$ cat config.mk
export PLATFORM = sky130hd
export DESIGN_NAME = sfc_delta
export DESIGN_NICKNAME = d
export VERILOG_FILES = /design/src/rtl/sfc_pkg.sv /design/src/rtl/sfc_delta.sv
export SDC_FILE = /design/constraint.sdc
export NUM_CORES = 1
export LEC_CHECK = 0
export BUFFER_PORTS_ARGS = -buffer_cell sky130_fd_sc_hd__buf_4
export CORE_ASPECT_RATIO = 1.4
export CORE_MARGIN = 1.5
export CORE_UTILIZATION = 45
export CTS_CLUSTER_SIZE = 16
export DETAILED_ROUTE_END_ITERATION = 10
export GPL_TIMING_DRIVEN = 0
export MAX_ROUTING_LAYER = met4
export PLACE_DENSITY = 0.78
export RECOVER_POWER = 25
export SYNTH_ARGS = -nofsm -noshare
export SYNTH_HDL_FRONTEND = slang
export SYNTH_SLANG_ARGS = --single-unit
$ cat constraint.sdc
create_clock -name clock -period 2.9 [get_ports clock]
set_clock_uncertainty 0.1 [all_clocks]
set_input_delay 0.145 -clock clock [delete_from_list [all_inputs] [get_ports clock]]
set_output_delay 0.145 -clock clock [all_outputs]
set_load 0.01 [all_outputs]
$ cat src/rtl/sfc_pkg.sv
// ----------------------------------------------------------------------------
// Sphere frustum cull package
// Widths, configuration layouts, pipeline item types and codes.
// ----------------------------------------------------------------------------
package sfc_pkg;

   localparam int POS_W      = 20;
   localparam int AXIS_W     = 16;
   localparam int TAG_W      = 16;
   localparam int LIM_W      = 24;
   localparam int MARGIN_W   = 24;
   localparam int TAN_W      = 16;
   localparam int DELTA_W    = POS_W + 1;
   localparam int PROD_W     = DELTA_W + AXIS_W;
   localparam int DOT_W      = PROD_W + 2;
   localparam int LIM_SHIFT  = 14;
   localparam int SIDE_SHIFT = 12;
   localparam int MARG_SHIFT = 26;
   localparam int TPROD_W    = DOT_W + TAN_W + 1;
   localparam int DIST_W     = TPROD_W + 2;

   localparam int CSR_ADDR_W = 3;
   localparam int CSR_DATA_W = 60;
   localparam int REQ_DATA_W = 80;
   localparam int RSP_DATA_W = 24;

   typedef enum logic [CSR_ADDR_W-1:0] {
      CSR_CAMERA_POSITION = 3'd0,
      CSR_FRONT_AXIS      = 3'd1,
      CSR_UP_AXIS         = 3'd2,
      CSR_RIGHT_AXIS      = 3'd3,
      CSR_DEPTH_LIMITS    = 3'd4,
      CSR_SIDE_MARGINS    = 3'd5,
      CSR_VIEW_TANGENTS   = 3'd6
   } csr_index_type;

   typedef enum logic [1:0] {
      REASON_NONE       = 2'd0,
      REASON_DEPTH      = 2'd1,
      REASON_VERTICAL   = 2'd2,
      REASON_HORIZONTAL = 2'd3
   } reason_type;

   typedef logic signed [POS_W-1:0]   pos_type;
   typedef logic signed [AXIS_W-1:0]  axis_coef_type;
   typedef logic signed [DELTA_W-1:0] delta_type;
   typedef logic signed [PROD_W-1:0]  prod_type;
   typedef logic signed [DOT_W-1:0]   dot_type;
   typedef logic signed [TPROD_W-1:0] tprod_type;
   typedef logic signed [DIST_W-1:0]  dist_type;

   typedef struct packed {
      pos_type z;
      pos_type y;
      pos_type x;
   } camera_type;

   typedef struct packed {
      axis_coef_type z;
      axis_coef_type y;
      axis_coef_type x;
   } axis_type;

   typedef struct packed {
      logic signed [LIM_W-1:0] far_lim;
      logic signed [LIM_W-1:0] near_lim;
   } limits_type;

   typedef struct packed {
      logic [MARGIN_W-1:0] horz;
      logic [MARGIN_W-1:0] vert;
   } margins_type;

   typedef struct packed {
      logic [TAN_W-1:0] horz;
      logic [TAN_W-1:0] vert;
   } tangents_type;

   typedef struct packed {
      camera_type   camera;
      axis_type     front;
      axis_type     up;
      axis_type     right;
      limits_type   limits;
      margins_type  margins;
      tangents_type tangents;
   } cfg_type;

   typedef struct packed {
      logic [TAG_W-1:0] tag;
      pos_type          cz;
      pos_type          cy;
      pos_type          cx;
   } req_item_type;

   typedef struct packed {
      delta_type z;
      delta_type y;
      delta_type x;
   } delta_vec_type;

   typedef struct packed {
      logic [TAG_W-1:0] tag;
      delta_vec_type    d;
   } delta_item_type;

   typedef struct packed {
      logic [TAG_W-1:0] tag;
      dot_type          sz;
      dot_type          sy;
      dot_type          sx;
   } dots_item_type;

   typedef struct packed {
      logic [TAG_W-1:0] tag;
      reason_type       reason;
   } result_type;

endpackage

$ cat src/rtl/sfc_delta.sv
// ----------------------------------------------------------------------------
// Sphere frustum cull offset stage
// Registers the center minus the camera position for each item.
// ----------------------------------------------------------------------------
module sfc_delta
   import sfc_pkg::*;
(
   input  logic           clock,
   input  logic           reset,
   input  logic           up_valid,
   output logic           up_ready,
   input  req_item_type   up_item,
   input  camera_type     camera,
   output logic           dn_valid,
   input  logic           dn_ready,
   output delta_item_type dn_item
);

   logic           vld_ff;
   delta_item_type item_ff;
   delta_item_type item_in;

   assign up_ready = !vld_ff || dn_ready;

   always_comb begin
      item_in.d.x = DELTA_W'(up_item.cx) - DELTA_W'(camera.x);
      item_in.d.y = DELTA_W'(up_item.cy) - DELTA_W'(camera.y);
      item_in.d.z = DELTA_W'(up_item.cz) - DELTA_W'(camera.z);
      item_in.tag = up_item.tag;
   end

   always_ff @(posedge clock) begin
      if (reset) begin
         vld_ff <= 1'b0;
      end else if (up_ready) begin
         vld_ff <= up_valid;
      end
   end

   always_ff @(posedge clock) begin
      if (up_ready && up_valid) begin
         item_ff <= item_in;
      end
   end

   assign dn_valid = vld_ff;
   assign dn_item  = item_ff;

endmodule

### Word level (Yosys, flattened, before mapping)

Index checks and enable logic that the tools add are counted.

| storage, ports and cells | value |
|---|---|
| register bits | 80 |
| latch bits | 0 |
| RAM bits | 0 |
| ROM bits | 0 |
| input port bits | 140 |
| logic and storage cells | 11 |
| memories | 0 |

| operators by class | value |
|---|---|
| $add $sub $neg | 3 |
| $mul | 0 |
| div/mod/pow operators | 0 |
| order comparisons | 0 |
| equal/unequal tests | 0 |
| shifts and indexed selects | 0 |
| mux-type cells | 0 |
| bitwise logic cells | 0 |
| reductions and logical operators | 3 |

Operators by type and width:

| cell | count |
|---|---|
| $sub 20x20->21 | 3 |
| $logic_and 1x1->1 | 1 |
| $logic_not 1->1 | 1 |
| $logic_or 1x1->1 | 1 |

### Depth between registers and ports, before layout

| logic depth | value |
|---|---|
| depth after elaboration | 3 |
| gate-level depth with buffers | 10 |
| mapped depth without buffers | 10 |

### Least setup slack after synthesis

OpenSTA, ideal clock, no wires.

| timing path | value |
|---|---|
| kind | flip-flop to flip-flop |
| start point | reg vld_ff (netlist: dn_valid) |
| end point | reg item_ff, in the netlist dn_item[0] (enable) |
| data arrival time | 2.364 ns |
| required time | 2.354 ns |
| setup slack | -0.011 ns |
| stages on the path, launching flop included | 3 |
| clock period less this slack | 2.911 ns |
| path through | dfxtp_1 -> nand2b_1 -> and2_1 |

| between the ends | value |
|---|---|
| word-level cells in the longest chain between the ends | 3 |

RTL lines:

| element | RTL line | source |
|---|---|---|
| from (decl) | sfc_delta.sv:19 | `logic vld_ff;` |
| from (signal assigned) | sfc_delta.sv:36 | `vld_ff <= up_valid;` |
| $logic_not 1->1 | sfc_delta.sv:23 | `assign up_ready = !vld_ff \|\| dn_ready;` |
| $logic_or 1x1->1 | sfc_delta.sv:23 |  |
| net up_ready | sfc_delta.sv:11 | `output logic up_ready,` |
| $logic_and 1x1->1 | sfc_delta.sv:41 | `if (up_ready && up_valid) begin` |
| to (signal assigned) | sfc_delta.sv:42 | `item_ff <= item_in;` |
| to (decl) | sfc_delta.sv:20 | `delta_item_type item_ff;` |

The timed path passes the listed nets, and every way through them passes these cells.
A chain may end at the register's enable or synchronous reset.

==> impl_results.md <==
- Outcome: finished, final reports clean
- Clk Latency, worst-skew pair: 330 ps
- Worst vdd ir: 245 uV
- Final antenna-violating net count: 0
- TritonRoute pass-1 iters: 5
- Non-Filler Instances: 981
- Setup total negative slack: 0 ps
- Ys flop type: edfxtp_1
- Initial DRC Count: 182
- Power Density: 473 nW/um^2
- Largest net degree at the start of global routing: 51
- Post-Route WL: 14.8 mm
- Standard-cell rows: 48
- Reg-to-reg slack, setup: 1220 ps
- Sequential cell area fraction in the yosys report: 0.419
- Final instance area: 7900 um^2
- Post-synth ARST share: 0
- Crit. End Element: flip-flop
- Slew margin rel.: 0.591
- Die area: 13400 um^2
- # port buffers: 220
- Syn Area/Cell: 9.88 um^2
- Finish-stage setup viols: 0
- Via-to-Cell Ratio: 5.42
- DR WL/cell: 15.0 um
- Root Buffer: clkbuf_16
- GP Congestion: 0.904
- Chip Width: 98.2 um
- Worst Path Max Fanout: 4
- Post-CTS setup buffers: 0
- Post-Syn Nets: 781
- RSZ-0062 raised after global routing: false
- Fmax: 401 MHz
- Global-route wire length before repair: 23.4 mm
- Detailed Place HPWL: 11.5 mm
- Startpoint Class: input port
- CTS tree: built
- Setup CP Type: in -> reg
- Inserted Clock Buffers: 9
- Post-Syn Instances: 578
- Worst-margin pin slew: 599 ps
- Hold WC Path Type: in -> reg
- Post-route DRC: 0
- Crit path DAT: 2480 ps
- Global-route usage over all layers: 0.221
- H-tree depth: 3
- Final max-slew violation count: 0
- Fin. Hold Viols: 0
- Final core occ: 0.639
- Total Power: 3.74 mW
- Syn-to-layout area delta: 38.4%
- Synth Register Bits: 80
- Initial antenna violation count: 0
- CTS sink count: 80
- Commonest cells after routing, fill and taps aside: 166 x buf_4, 92 x inv_1, 79 x edfxtp_1
- Nets: 1031
- Gr ovfl total: 0
- CP required: 2890 ps
- Netlist Area Pre-Place: 5710 um^2
- ANT cells: 0
- Vias in the first global route: 5339
- Period utilisation layout: 0.860
- Maximum clock path buffer count: 2
- Final worst slack: 406 ps
- EDFF count, synth: 79
- Core box area: 12400 um^2
- # IOs: 221
- Clock-pin slew on the worst setup and hold paths: 60 ps
- Layout cell share with drive strength beyond 1: 0.253
- Fill cells: 990
- Commonest non-fill, non-tap cell in the layout: buf_4
- Initial Utilization: 0.462
- MaxCap Viol Count: 0
- Place WS: 111 ps
- Via count: 5315
- Dpl cell area: 7580 um^2
- Unique masters post-synth: 59
- R2R cell count: 3
- Pleak: 3.68 nW
- Die H: 136 um
- Post-Place Cells: 949
- Hold Slack: 89.8 ps
- Yosys warning count: 0
- Hold depth: 3
- Final min period: 2490 ps
critical path: stages:
cell      delay [ps]
clkbuf_4         100
inv_1             30
ha_1             250
fa_1             420
nand2b_1         160
a21boi_0         240
o21ai_0          190
a21oi_1          280
o311a_1          300
o211ai_1         130
a32o_1           250
where the power goes:
group | internal [mW] | total [mW] | switching (mW)
registers | 1.46 | 1.49 | 0.0356
logic | 0.552 | 1.15 | 0.594
clock network | 0.651 | 1.10 | 0.449
total | 2.66 | 3.74 | 1.08
sequential cells by signal (all words and copies together), names as in the netlist:
| name | cells |
|---|---|
| dn_valid | 1 |
| dn_item | 79 |
routing by layer:
layer,up-vias,global-route usage,wire length (um)
met4,0,0.114,571
met5,-,-,0
met3,41,0.0391,853
li1,2577,-,-
met1,2495,0.227,5420
met2,202,0.402,7910
worst paths after layout:
check / start / to
max: up_item[20] / dn_item[41]
min: camera[40] / dn_item[42]
max reg2reg: dn_valid / dn_item[69]
min reg2reg: dn_valid / dn_item[55]
cell families (layout without fill, tap and decap cells):
family / after synthesis / count (layout) / synth area share
xor gates and xnor gates: 42 / 42 / 0.0644
adders and majority gates: 63 / 63 / 0.142
DFF: 80 / 80 / 0.419
and+or+nand+nor: 134 / 134 / 0.121
buffers and inverters: 97 / 350 / 0.0638
AOI/OAI and AO/OA: 162 / 162 / 0.190
cell type report:
cell class	instances	area [um^2]	share of cell area
Buffer	5	18.8	0.00237
Clock buffer	9	225	0.0285
Clock inverter	5	50.0	0.00633
Inverter	92	345	0.0437
Multi-Input combinational cell	401	2960	0.374
Sequential cell	80	2390	0.303
Tap cell	150	188	0.0237
Timing Repair Buffer	239	1730	0.219
Yosys cell counts (all sizes together), types with 2 or more instances:
master / n / area share
o31ai: 2 / 0.0026
or4: 2 / 0.0026
nor2b: 13 / 0.014
a211oi: 8 / 0.012
and4: 2 / 0.0031
a2111oi: 6 / 0.011
inv: 92 / 0.060
or2: 2 / 0.0022
and2: 3 / 0.0033
o311ai: 2 / 0.0031
nor3: 7 / 0.0061
and3: 3 / 0.0033
o311a: 3 / 0.0053
a221oi: 2 / 0.0061
o21ai: 35 / 0.031
or3: 2 / 0.0022
a21oi: 48 / 0.044
edfxtp: 79 / 0.42
a31oi: 6 / 0.0066
xnor2: 29 / 0.044
nor2: 38 / 0.025
o22ai: 5 / 0.0055
nand3: 9 / 0.0079
nor4b: 2 / 0.0031
o21a: 6 / 0.0079
fa: 3 / 0.011
o21bai: 2 / 0.0026
a21boi: 2 / 0.0026
nand2b: 18 / 0.020
xor2: 13 / 0.020
o211ai: 5 / 0.0066
nand4: 4 / 0.0044
nand2: 23 / 0.015
clkbuf: 5 / 0.0033
ha: 60 / 0.13
nor3b: 2 / 0.0026
a21o: 19 / 0.025
what timing repair did:
action / 4_1_cts / 5_1_grt
hold buffers: 18 / 0
endpoints found under the hold margin: 17 / 0
gates resized for setup: 0 / 0
(Power assumes the default switching activity.)
